[config.mk]
export PLATFORM = sky130hd
export DESIGN_NAME = buzzer_tone_pattern_sequencer_core
export DESIGN_NICKNAME = d
export VERILOG_FILES = /design/src/sv/btps_pkg.sv /design/src/sv/btps_seq.sv /design/src/sv/btps_res_buf.sv /design/src/sv/buzzer_tone_pattern_sequencer_core.sv
export SDC_FILE = /design/constraint.sdc
export NUM_CORES = 1
export LEC_CHECK = 0
export BUFFER_PORTS_ARGS = -buffer_cell sky130_fd_sc_hd__buf_4
export CAP_MARGIN = 30
export CORE_ASPECT_RATIO = 1.75
export CORE_MARGIN = 10
export CORE_UTILIZATION = 39
export DETAILED_ROUTE_END_ITERATION = 10
export GPL_TIMING_DRIVEN = 1
export RECOVER_POWER = 50
export REMOVE_ABC_BUFFERS = 1
export SLEW_MARGIN = 40
export SYNTH_ARGS = -nofsm -noshare
export SYNTH_HDL_FRONTEND = slang
export SYNTH_SLANG_ARGS = --single-unit
[constraint.sdc]
create_clock -name clk_i -period 5.5 [get_ports clk_i]
set_clock_uncertainty 0.15 [all_clocks]
set_input_delay 0.275 -clock clk_i [delete_from_list [all_inputs] [get_ports clk_i]]
set_output_delay 0.275 -clock clk_i [all_outputs]
set_load 0.02 [all_outputs]
[src/sv/btps_pkg.sv]
// Package for the buzzer tone pattern sequencer: opcodes, result struct,
// pattern ROM tables and beep timing constants. No dependencies.
`timescale 1ns / 1ps
`default_nettype none

package btps_pkg;

  typedef enum logic [1:0] {
    OP_TICK    = 2'd0,
    OP_PLAY    = 2'd1,
    OP_COUNT   = 2'd2,
    OP_STOP    = 2'd3
  } op_e;

  typedef struct packed {
    logic [11:0] tone_hz;
    logic        tone_on;
    logic        busy_res;
    logic [3:0]  step_index;
  } res_t;

  localparam int unsigned NUM_PATTERNS = 12;
  localparam int unsigned ROM_COLS     = 5;

  localparam logic [11:0] BEEP_HZ = 12'd2700;
  localparam logic [9:0]  BEEP_MS = 10'd70;
  localparam logic [9:0]  GAP_MS  = 10'd90;

  localparam logic [11:0] ROM_HZ [NUM_PATTERNS][ROM_COLS] = '{
    '{12'd0,    12'd0,    12'd0,    12'd0,    12'd0},
    '{12'd1500, 12'd2000, 12'd2700, 12'd0,    12'd0},
    '{12'd2700, 12'd0,    12'd0,    12'd0,    12'd0},
    '{12'd2700, 12'd0,    12'd0,    12'd0,    12'd0},
    '{12'd2400, 12'd0,    12'd2400, 12'd0,    12'd0},
    '{12'd2200, 12'd2700, 12'd0,    12'd0,    12'd0},
    '{12'd600,  12'd0,    12'd0,    12'd0,    12'd0},
    '{12'd2200, 12'd0,    12'd1900, 12'd0,    12'd1600},
    '{12'd1200, 12'd900,  12'd600,  12'd0,    12'd0},
    '{12'd1800, 12'd2200, 12'd2700, 12'd3200, 12'd0},
    '{12'd3200, 12'd2700, 12'd2200, 12'd1800, 12'd0},
    '{12'd2700, 12'd0,    12'd0,    12'd0,    12'd0}
  };

  localparam logic [9:0] ROM_MS [NUM_PATTERNS][ROM_COLS] = '{
    '{10'd0,    10'd0,   10'd0,   10'd0,  10'd0},
    '{10'd40,   10'd40,  10'd80,  10'd0,  10'd0},
    '{10'd80,   10'd0,   10'd0,   10'd0,  10'd0},
    '{10'd60,   10'd80,  10'd0,   10'd0,  10'd0},
    '{10'd40,   10'd40,  10'd40,  10'd0,  10'd0},
    '{10'd60,   10'd90,  10'd0,   10'd0,  10'd0},
    '{10'd300,  10'd0,   10'd0,   10'd0,  10'd0},
    '{10'd80,   10'd80,  10'd80,  10'd80, 10'd120},
    '{10'd250,  10'd250, 10'd400, 10'd0,  10'd0},
    '{10'd60,   10'd60,  10'd60,  10'd90, 10'd0},
    '{10'd60,   10'd60,  10'd60,  10'd90, 10'd0},
    '{10'd1000, 10'd0,   10'd0,   10'd0,  10'd0}
  };

  localparam logic [3:0] ROM_LEN [NUM_PATTERNS] = '{
    4'd0, 4'd3, 4'd1, 4'd2, 4'd3, 4'd2, 4'd1, 4'd5, 4'd3, 4'd4, 4'd4, 4'd1
  };

endpackage

`default_nettype wire

[src/sv/btps_seq.sv]
// Sequencer state and combinational update: decodes one command or tick,
// updates the playback registers and forms the result. Uses btps_pkg.
`timescale 1ns / 1ps
`default_nettype none

module btps_seq #(
  parameter int unsigned STEPS_PER_PATTERN = 12,
  parameter int unsigned MAX_BEEPS         = 5
) (
  input  wire logic             clk_i,
  input  wire logic             rst_ni,
  input  wire logic             xfer_i,
  input  wire logic [1:0]       opcode_i,
  input  wire logic [3:0]       pattern_id_i,
  input  wire logic [7:0]       beep_count_i,
  output btps_pkg::res_t        res_o
);

  localparam int unsigned HalfSteps = STEPS_PER_PATTERN / 2;
  localparam int unsigned BeepCap   = (MAX_BEEPS < HalfSteps) ? MAX_BEEPS : HalfSteps;
  localparam logic [7:0]  BeepCapW  = 8'(BeepCap);

  logic        count_mode_q, count_mode_d;
  logic [3:0]  pattern_sel_q, pattern_sel_d;
  logic [3:0]  step_pos_q, step_pos_d;
  logic [2:0]  beeps_total_q, beeps_total_d;
  logic [9:0]  ms_left_q, ms_left_d;
  logic        playing_q, playing_d;
  logic        sounding_q, sounding_d;
  logic [11:0] freq_now_q, freq_now_d;

  // command decode result, before the step load is applied
  logic [9:0]  ms_left_upd;
  logic        playing_upd;

  // step load request
  logic        ld_en;
  logic [4:0]  ld_idx;
  logic        go_idle;
  logic [3:0]  ld_len;
  logic        ld_stop;
  logic [11:0] ld_hz;
  logic [9:0]  ld_ms;
  logic [7:0]  n_cap;
  logic        pid_ok;

  always_comb begin
    n_cap  = (beep_count_i > BeepCapW) ? BeepCapW : beep_count_i;
    pid_ok = (pattern_id_i != 4'd0) &&
             (pattern_id_i < 4'(btps_pkg::NUM_PATTERNS));
  end

  always_comb begin
    count_mode_d  = count_mode_q;
    pattern_sel_d = pattern_sel_q;
    beeps_total_d = beeps_total_q;
    ms_left_upd   = ms_left_q;
    playing_upd   = playing_q;
    go_idle       = 1'b0;
    ld_en         = 1'b0;
    ld_idx        = 5'd0;

    if (xfer_i) begin
      case (btps_pkg::op_e'(opcode_i))
        btps_pkg::OP_TICK: begin
          if (playing_q) begin
            if (ms_left_q > 10'd1) begin
              ms_left_upd = ms_left_q - 10'd1;
            end else begin
              ld_en  = 1'b1;
              ld_idx = {1'b0, step_pos_q} + 5'd1;
            end
          end
        end
        btps_pkg::OP_PLAY: begin
          if (!pid_ok) begin
            go_idle = 1'b1;
          end else begin
            count_mode_d  = 1'b0;
            pattern_sel_d = pattern_id_i;
            playing_upd   = 1'b1;
            ld_en         = 1'b1;
          end
        end
        btps_pkg::OP_COUNT: begin
          if (beep_count_i == 8'd0) begin
            go_idle = 1'b1;
          end else begin
            count_mode_d  = 1'b1;
            beeps_total_d = n_cap[2:0];
            playing_upd   = 1'b1;
            ld_en         = 1'b1;
          end
        end
        default: go_idle = 1'b1;
      endcase
    end
  end

  // Step fetch uses the already-updated mode, pattern and beep count.
  always_comb begin
    ld_hz = 12'd0;
    ld_ms = 10'd0;
    if (count_mode_d) begin
      ld_len  = {beeps_total_d, 1'b0};
      ld_stop = ({1'b0, ld_len} <= ld_idx);
      ld_hz   = ld_idx[0] ? 12'd0 : btps_pkg::BEEP_HZ;
      ld_ms   = ld_idx[0] ? btps_pkg::GAP_MS : btps_pkg::BEEP_MS;
    end else begin
      ld_len  = (pattern_sel_d < 4'(btps_pkg::NUM_PATTERNS)) ?
                btps_pkg::ROM_LEN[pattern_sel_d] : 4'd0;
      ld_stop = ({1'b0, ld_len} <= ld_idx) ||
                (ld_idx >= 5'(btps_pkg::ROM_COLS));
      if (!ld_stop) begin
        ld_hz = btps_pkg::ROM_HZ[pattern_sel_d][ld_idx[2:0]];
        ld_ms = btps_pkg::ROM_MS[pattern_sel_d][ld_idx[2:0]];
      end
    end
  end

  always_comb begin
    playing_d  = playing_upd;
    ms_left_d  = ms_left_upd;
    step_pos_d = step_pos_q;
    sounding_d = sounding_q;
    freq_now_d = freq_now_q;
    if (go_idle || (ld_en && ld_stop)) begin
      playing_d  = 1'b0;
      sounding_d = 1'b0;
      freq_now_d = 12'd0;
      ms_left_d  = 10'd0;
    end else if (ld_en) begin
      step_pos_d = ld_idx[3:0];
      freq_now_d = ld_hz;
      sounding_d = (ld_hz != 12'd0);
      ms_left_d  = ld_ms;
    end
  end

  always_ff @(posedge clk_i or negedge rst_ni) begin
    if (!rst_ni) begin
      count_mode_q  <= 1'b0;
      pattern_sel_q <= 4'd0;
      step_pos_q    <= 4'd0;
      beeps_total_q <= 3'd0;
      ms_left_q     <= 10'd0;
      playing_q     <= 1'b0;
      sounding_q    <= 1'b0;
      freq_now_q    <= 12'd0;
    end else begin
      count_mode_q  <= count_mode_d;
      pattern_sel_q <= pattern_sel_d;
      step_pos_q    <= step_pos_d;
      beeps_total_q <= beeps_total_d;
      ms_left_q     <= ms_left_d;
      playing_q     <= playing_d;
      sounding_q    <= sounding_d;
      freq_now_q    <= freq_now_d;
    end
  end

  // result reports the state after this update
  always_comb begin
    res_o.tone_on    = playing_d && sounding_d;
    res_o.tone_hz    = res_o.tone_on ? freq_now_d : 12'd0;
    res_o.busy_res   = playing_d;
    res_o.step_index = playing_d ? step_pos_d : 4'd0;
  end

endmodule

`default_nettype wire

[src/sv/btps_res_buf.sv]
// Two-entry result buffer: output register plus skid slot, so a new
// transfer is taken while a result waits. Uses btps_pkg::res_t.
`timescale 1ns / 1ps
`default_nettype none

module btps_res_buf (
  input  wire logic           clk_i,
  input  wire logic           rst_ni,
  input  wire logic           push_i,
  input  wire btps_pkg::res_t res_i,
  output logic                full_o,
  output logic                out_valid_o,
  input  wire logic           out_stall_i,
  output btps_pkg::res_t      res_o
);

  btps_pkg::res_t slot0_q, slot0_d;
  btps_pkg::res_t slot1_q, slot1_d;
  logic [1:0]     cnt_q, cnt_d;
  logic           pop;

  assign out_valid_o = (cnt_q != 2'd0);
  assign full_o      = (cnt_q == 2'd2);
  assign res_o       = slot0_q;
  assign pop         = out_valid_o && !out_stall_i;

  always_comb begin
    slot0_d = slot0_q;
    slot1_d = slot1_q;
    cnt_d   = cnt_q;
    case (cnt_q)
      2'd0: begin
        if (push_i) begin
          slot0_d = res_i;
          cnt_d   = 2'd1;
        end
      end
      2'd1: begin
        if (push_i && pop) begin
          slot0_d = res_i;
        end else if (push_i) begin
          slot1_d = res_i;
          cnt_d   = 2'd2;
        end else if (pop) begin
          cnt_d = 2'd0;
        end
      end
      2'd2: begin
        if (pop) begin
          slot0_d = slot1_q;
          cnt_d   = 2'd1;
        end
      end
      default: cnt_d = 2'd0;
    endcase
  end

  always_ff @(posedge clk_i or negedge rst_ni) begin
    if (!rst_ni) begin
      cnt_q <= 2'd0;
    end else begin
      cnt_q <= cnt_d;
    end
  end

  always_ff @(posedge clk_i) begin
    slot0_q <= slot0_d;
    slot1_q <= slot1_d;
  end

endmodule

`default_nettype wire

[src/sv/buzzer_tone_pattern_sequencer_core.sv]
// Buzzer tone pattern sequencer top level.
// Input channel: in_valid_i / in_stall_o with opcode_i (tick, play pattern,
// play count, stop), pattern_id_i and beep_count_i.
// Output channel: out_valid_o / out_stall_i with tone_hz_o, tone_on_o,
// busy_res_o and step_index_o; one result per input transfer, in order.
// The result of a transfer is registered into the output buffer at the
// transfer edge. Throughput: one item per cycle while in_stall_o is low;
// the state update is a single pass through the step decode and pattern ROM lookup.
// A two-entry result buffer sits at the output: with the receiver stalling,
// one more transfer is taken, then in_stall_o rises until a result drains.
// Reset (rst_ni low, asynchronous) empties the buffer and returns the
// sequencer to idle: nothing playing, tone off, step 0.
// Depends on btps_pkg, btps_seq and btps_res_buf.
`timescale 1ns / 1ps
`default_nettype none

module buzzer_tone_pattern_sequencer_core #(
  parameter int unsigned STEPS_PER_PATTERN = 12,
  parameter int unsigned MAX_BEEPS         = 5
) (
  input  wire logic        clk_i,
  input  wire logic        rst_ni,
  input  wire logic        in_valid_i,
  output logic             in_stall_o,
  input  wire logic [1:0]  opcode_i,
  input  wire logic [3:0]  pattern_id_i,
  input  wire logic [7:0]  beep_count_i,
  output logic             out_valid_o,
  input  wire logic        out_stall_i,
  output logic [11:0]      tone_hz_o,
  output logic             tone_on_o,
  output logic             busy_res_o,
  output logic [3:0]       step_index_o
);

  logic           xfer;
  logic           buf_full;
  btps_pkg::res_t res_new;
  btps_pkg::res_t res_out;

  assign in_stall_o = buf_full;
  assign xfer       = in_valid_i && !buf_full;

  btps_seq #(
    .STEPS_PER_PATTERN (STEPS_PER_PATTERN),
    .MAX_BEEPS         (MAX_BEEPS)
  ) u_seq (
    .clk_i        (clk_i),
    .rst_ni       (rst_ni),
    .xfer_i       (xfer),
    .opcode_i     (opcode_i),
    .pattern_id_i (pattern_id_i),
    .beep_count_i (beep_count_i),
    .res_o        (res_new)
  );

  btps_res_buf u_res_buf (
    .clk_i       (clk_i),
    .rst_ni      (rst_ni),
    .push_i      (xfer),
    .res_i       (res_new),
    .full_o      (buf_full),
    .out_valid_o (out_valid_o),
    .out_stall_i (out_stall_i),
    .res_o       (res_out)
  );

  assign tone_hz_o    = res_out.tone_hz;
  assign tone_on_o    = res_out.tone_on;
  assign busy_res_o   = res_out.busy_res;
  assign step_index_o = res_out.step_index;

endmodule

`default_nettype wire

======== Word level (Yosys, flattened, before mapping) ========
Memories as Yosys holds them, arrays and structs flattened.
Index checks and enable logic that the tools add are counted.
operators by class
  equality and inequality tests ........... 9
  order comparisons ....................... 9
  add/sub/neg operators ................... 2
  mux-type cells .......................... 74
  bitwise operators ....................... 3
  reduce and logical (&&, ||, !) cells .... 25
operators by type and width
  operator               count
  $mux 60                2
  $mux 10                10
  $mux 50                2
  $mux 12                8
  $mux 18                3
  $pmux 18 s3            1
  $bmux 12 s3            1
  $mux 4                 9
  $bmux 10 s3            1
  $mux 5                 5
  $mux 1                 18
  $reduce_bool 3->1      5
  $mux 3                 4
  $reduce_and 4->1       3
  $reduce_bool 12->1     1
  $gt 10x1->1 const B    1
  $le 4x5->1             2
  $mux 2                 5
  $sub 10x1->10 const B  1
  $gt 8x3->1 const B     1
  $logic_not 8->1        1
  $lt 4x4->1 const B     2
  $logic_and 1x1->1      6
  $ne 2x1->1 const B     3
  other kinds (20)       27
word-level totals
  input port bits ......................... 18
  register bits after elaboration ......... 74
  word-level logic and storage cells ...... 142
  output and inout bits ................... 20
  memories kept ........................... 3
  bits in read-only memories .............. 1824
memory list
  memory            depth  bits a word  rd ports  clocked after Yosys merged registers in  wr ports  RTL line         text
  (name not given)  16     60           1         0                                        0         btps_seq.sv:115  ld_hz = btps_pkg::ROM_HZ[pattern_sel_d][ld_idx[2:0]];
  (name not given)  16     50           1         0                                        0         btps_seq.sv:116  ld_ms = btps_pkg::ROM_MS[pattern_sel_d][ld_idx[2:0]];
  (name not given)  16     4            1         0                                        0         btps_seq.sv:111  btps_pkg::ROM_LEN[pattern_sel_d] : 4'd0;

======== Longest topological paths before layout ========
  depth after elaboration ................. 21
  depth in mapped cells ................... 21
  mapped depth without buffers ............ 18

======== By module ========
From an unflattened synthesis, not the netlist that was laid out.
second synthesis, totals
  cell total of the unflattened synthesis .. 537
  area total of the unflattened synthesis .. 5121.2 um^2
modules (own cells, without submodules)
  module                              times used  area an instance (um^2)  cells each  sequential area each (um^2)
  btps_seq                            1           3601.0                   465         900.9
  btps_res_buf                        1           1506.4                   71          1131.1
  buzzer_tone_pattern_sequencer_core  1           13.8                     1           0.0

======== Worst setup path after synthesis ========
No wires, ideal clock.
  path kind ............................... input to register
  start ................................... input port pattern_id_i[1]
  end ..................................... register u_res_buf.slot0_q, in the netlist u_res_buf.res_o[12] (data pin)
  data arrival time ....................... 4326 ps
  setup slack ............................. 859 ps
  stages on the path ...................... 18
  data required time ...................... 5185 ps
  buffers on the path ..................... 2
  library setup time ...................... 165 ps
  path through ............................ or4_1 buf_2 nand4_4 mux2i_1 inv_1 ha_1 o21ai_0 o21ai_0 ha_1 a21oi_1 a211oi_1 o2bb2a_4 or4_4 o21ai_4 a22o_4 nand3_2 buf_6 o31ai_2
RTL lines
  element               RTL line                                  text
  from (decl)           buzzer_tone_pattern_sequencer_core.sv:26  input wire logic [3:0] pattern_id_i,
  to (signal assigned)  btps_res_buf.sv:67                        slot0_q <= slot0_d;
  to (decl)             btps_res_buf.sv:17                        btps_pkg::res_t slot0_q, slot0_d;

==> metrics.txt <==
PD cells=405 nW/um^2; Post-synth ARST share=51.4%; Fillers=between 1,000 and 1,500; port buffer count=37; Max Cap Viol=1; met3 wire length=815 microns; final worst-path cycle share=91.3%; Sum Neg Setup Slack=0 ps; GP Congestion=1.02; core box area=approximately 14,000 sq um; share of cells above drive strength 1=14.1%; Worst setup EP type=flop; Final Util=about 45%; Crit Path Max Fanout=11; Highest Clock Rate=roughly 200 MHz; Final Hold Fails=0; gr usage total=19.4%; Post-synth EDFFs=36; ant diodes=0; worst-skew pair later-pin latency=about 340 ps; Resize count post-CTS=0; Via density=around 6.2; CTS Hold Bufs=1; Residual DRC=0; failing checks=capacitance limit, slew limit; post-synthesis register bit count=74; largest net degree at the start of global routing=43; via count=5,131; final worst path period need=around 5000 ps; CTS tree=yes; Clk pin slew, worst setup/hold paths=70 ps; drt pass-1 iters=5; post-synth top area cell=edfxtp_1; largest cells by area after synthesis=edfxtp_1 20%, dfrtp_1 18%, ha_1 4.4%, nand2_1 4.4%, a21oi_1 3.9%; Worst Setup Start Kind=input port; synth unique cells=88; vias in the first global route=between 5,000 and 6,000; RSZ-0062 raised after global routing=no; clk buf depth=2; synth warn=0; area growth from synthesis to layout=13.6%; Final Max Tran Viols=39; GR Overflow Total=0; r2r startpoint=u_res_buf.cnt_q[1]$_DFFE_PN0P_; synthesized area=5420 sq um; Multi-input gate area=3060 sq um; met2 WL post-DR=9750 microns; Initial Util=39.4%; row count=57; uppermost routed layer=met4; Ports=38; Die X=~110 microns; wl on met1=6680 microns; DR WL/cell=22.1 microns; WP data required=5500 ps; top-count cell post-synth=nand2_1; Setup Fix Bufs, Post-CTS=0; Hold Crit Start=out_stall_i; final WL=18,300 microns; post-synthesis instance total=608; status=finished, violations left; fin nets=683; antenna-violating nets left=0; min-delay worst type=in2reg; Crit Path Class=in2reg; chip height=176 microns; share of the synthesized area in the top cell type=19.9%; Top FF cell, synth=dfrtp_1; CTS Buf Count=9; die area=19,200 sq um; DR iter-0 viols=about 370; final setup vio count=0; Avg Cell Area, Syn=just under 9 sq um; sequential fraction of the synthesis area=37.5%; Static Leakage=0.00251 uW; maximum VDD drop=approximately 150 uV; detailed placer's ending HPWL=14,200 microns; register area=2030 sq um; final hold slack=between 20 and 25 ps; Clock Sinks=74; top cells by count, synth=63 x nand2_1, 55 x nor2_1, 42 x a21oi_1; H-tree depth=3; wire length of the first global-routing pass=29,000 microns; crit path launch=pattern_id_i[1]; initial antenna violation count=0; Worst-Margin Slew=around 2200 ps; Worst slew margin=-44.2%; clk root buf=clkbuf_16; Worst Path Arrival=5020 ps
layer usage:
metal  vias to the layer above  track usage, %
li1                       2350               -
met1                      2511            20.0
met2                       201            35.1
met3                        69            2.99
met4                         0            11.8
met5                         -               0
worst max-delay path, stage by stage:
cell and delay [ps]:
buf_4 140, or4_1 680, nand4_4 250, mux2i_1 610, ha_1 400, inv_1 130
nand2_1 80, o21ai_0 230, ha_1 310, a21oi_1 160, a211oi_1 80, o2bb2a_4 240
or4_4 490, o21ai_4 150, a22o_4 180, nand3_2 220, buf_4 250, nor4_2 160
cell usage in the layout (no fill, tap or decap), types with 4 or more instances in the layout:
cell type | synthesis | layout
buf_4 | 3 | 40
nand3_1 | 25 | 25
a221oi_1 | 4 | 4
a22o_1 | 11 | 11
clkbuf_16 | 0 | 9
ha_1 | 19 | 19
a21oi_1 | 42 | 42
o21ai_0 | 24 | 24
nand2_1 | 63 | 63
nor2_1 | 55 | 55
a211oi_1 | 9 | 9
or3_1 | 6 | 6
and2_1 | 6 | 6
a41oi_1 | 4 | 4
o32ai_1 | 4 | 4
nor2b_1 | 4 | 4
and2b_1 | 5 | 5
a31oi_1 | 11 | 11
a2bb2oi_1 | 5 | 5
inv_1 | 32 | 32
nand2b_1 | 4 | 4
a21o_1 | 4 | 4
xnor2_1 | 5 | 5
o22ai_1 | 6 | 6
dfrtp_1 | 38 | 38
and3_1 | 7 | 7
o211ai_1 | 7 | 7
mux2i_1 | 16 | 16
edfxtp_1 | 36 | 36
clkbuf_1 | 18 | 22
o31ai_1 | 10 | 10
mux2_2 | 4 | 4
nor4_1 | 9 | 9
nor3_1 | 21 | 21
metrics by stage:
step                instances  total power [uW]  cell area [sq um]  setup WS (ps)
floorplan                 572              1480               5230            648
global placement          811              1870               5920            349
detailed placement        811              1880               5920            184
CTS                       828              2500               6240            539
global route              828              2630               6150            257
finish                    828              2490               6150            478
registers in the layout, indices dropped and copies added, names as in the netlist:
name / cells
u_seq.playing_q: 1
u_seq.ms_left_q: 10
u_res_buf.slot1_q: 18
u_seq.sounding_q: 1
u_res_buf.res_o: 18
u_seq.count_mode_q: 1
u_seq.pattern_sel_q: 4
u_seq.step_pos_q: 4
u_res_buf.cnt_q: 2
u_seq.freq_now_q: 12
u_seq.beeps_total_q: 3
power by group:
| part | internal, uW | switching (uW) | total (uW) |
|---|---|---|---|
| clock network | 359 | 256 | 615 |
| logic | 390 | 704 | 1090 |
| registers | 697 | 85.5 | 782 |
| total | 1450 | 1050 | 2490 |
final cells by class:
type | count | share of cell area (%)
clock inverter | 7 | 1.34
clock buffer | 9 | 3.66
multi-input combinational | 462 | 49.8
sequential | 74 | 33.0
timing repair buffer | 63 | 6.38
inverter | 36 | 2.24
tap | 177 | 3.60
cell families after synthesis:
group                    count (synthesis)  synth area share (%)
AND/OR/NAND/NOR                        228                  21.0
AO/OA/AOI/OAI                          187                  26.0
flip-flops                              74                  37.5
buffers and inverters                   72                  6.00
multiplexers                            20                  3.79
adder cells (fa/ha/maj)                 19                  4.39
XOR/XNOR                                 8                  1.29
worst paths after layout:
check | slack [ps] | end | cells after the start
worst min-delay path | 20 | u_res_buf.cnt_q[1]$_DFFE_PN0P_ | 2
worst max-delay path | 480 | u_res_buf.slot1_q[13]$_DFFE_PP_ | 18
worst min register to register | 340 | u_seq.freq_now_q[0]$_DFF_PN0_ | 2
max in group asynchronous | 3000 | u_seq.step_pos_q[1]$_DFF_PN0_ | 2
min in group asynchronous | 950 | u_seq.ms_left_q[8]$_DFFE_PN0P_ | 2
worst max register to register | 520 | u_res_buf.slot1_q[13]$_DFFE_PP_ | 17
Note: power is estimated with default switching activity, not from simulation.
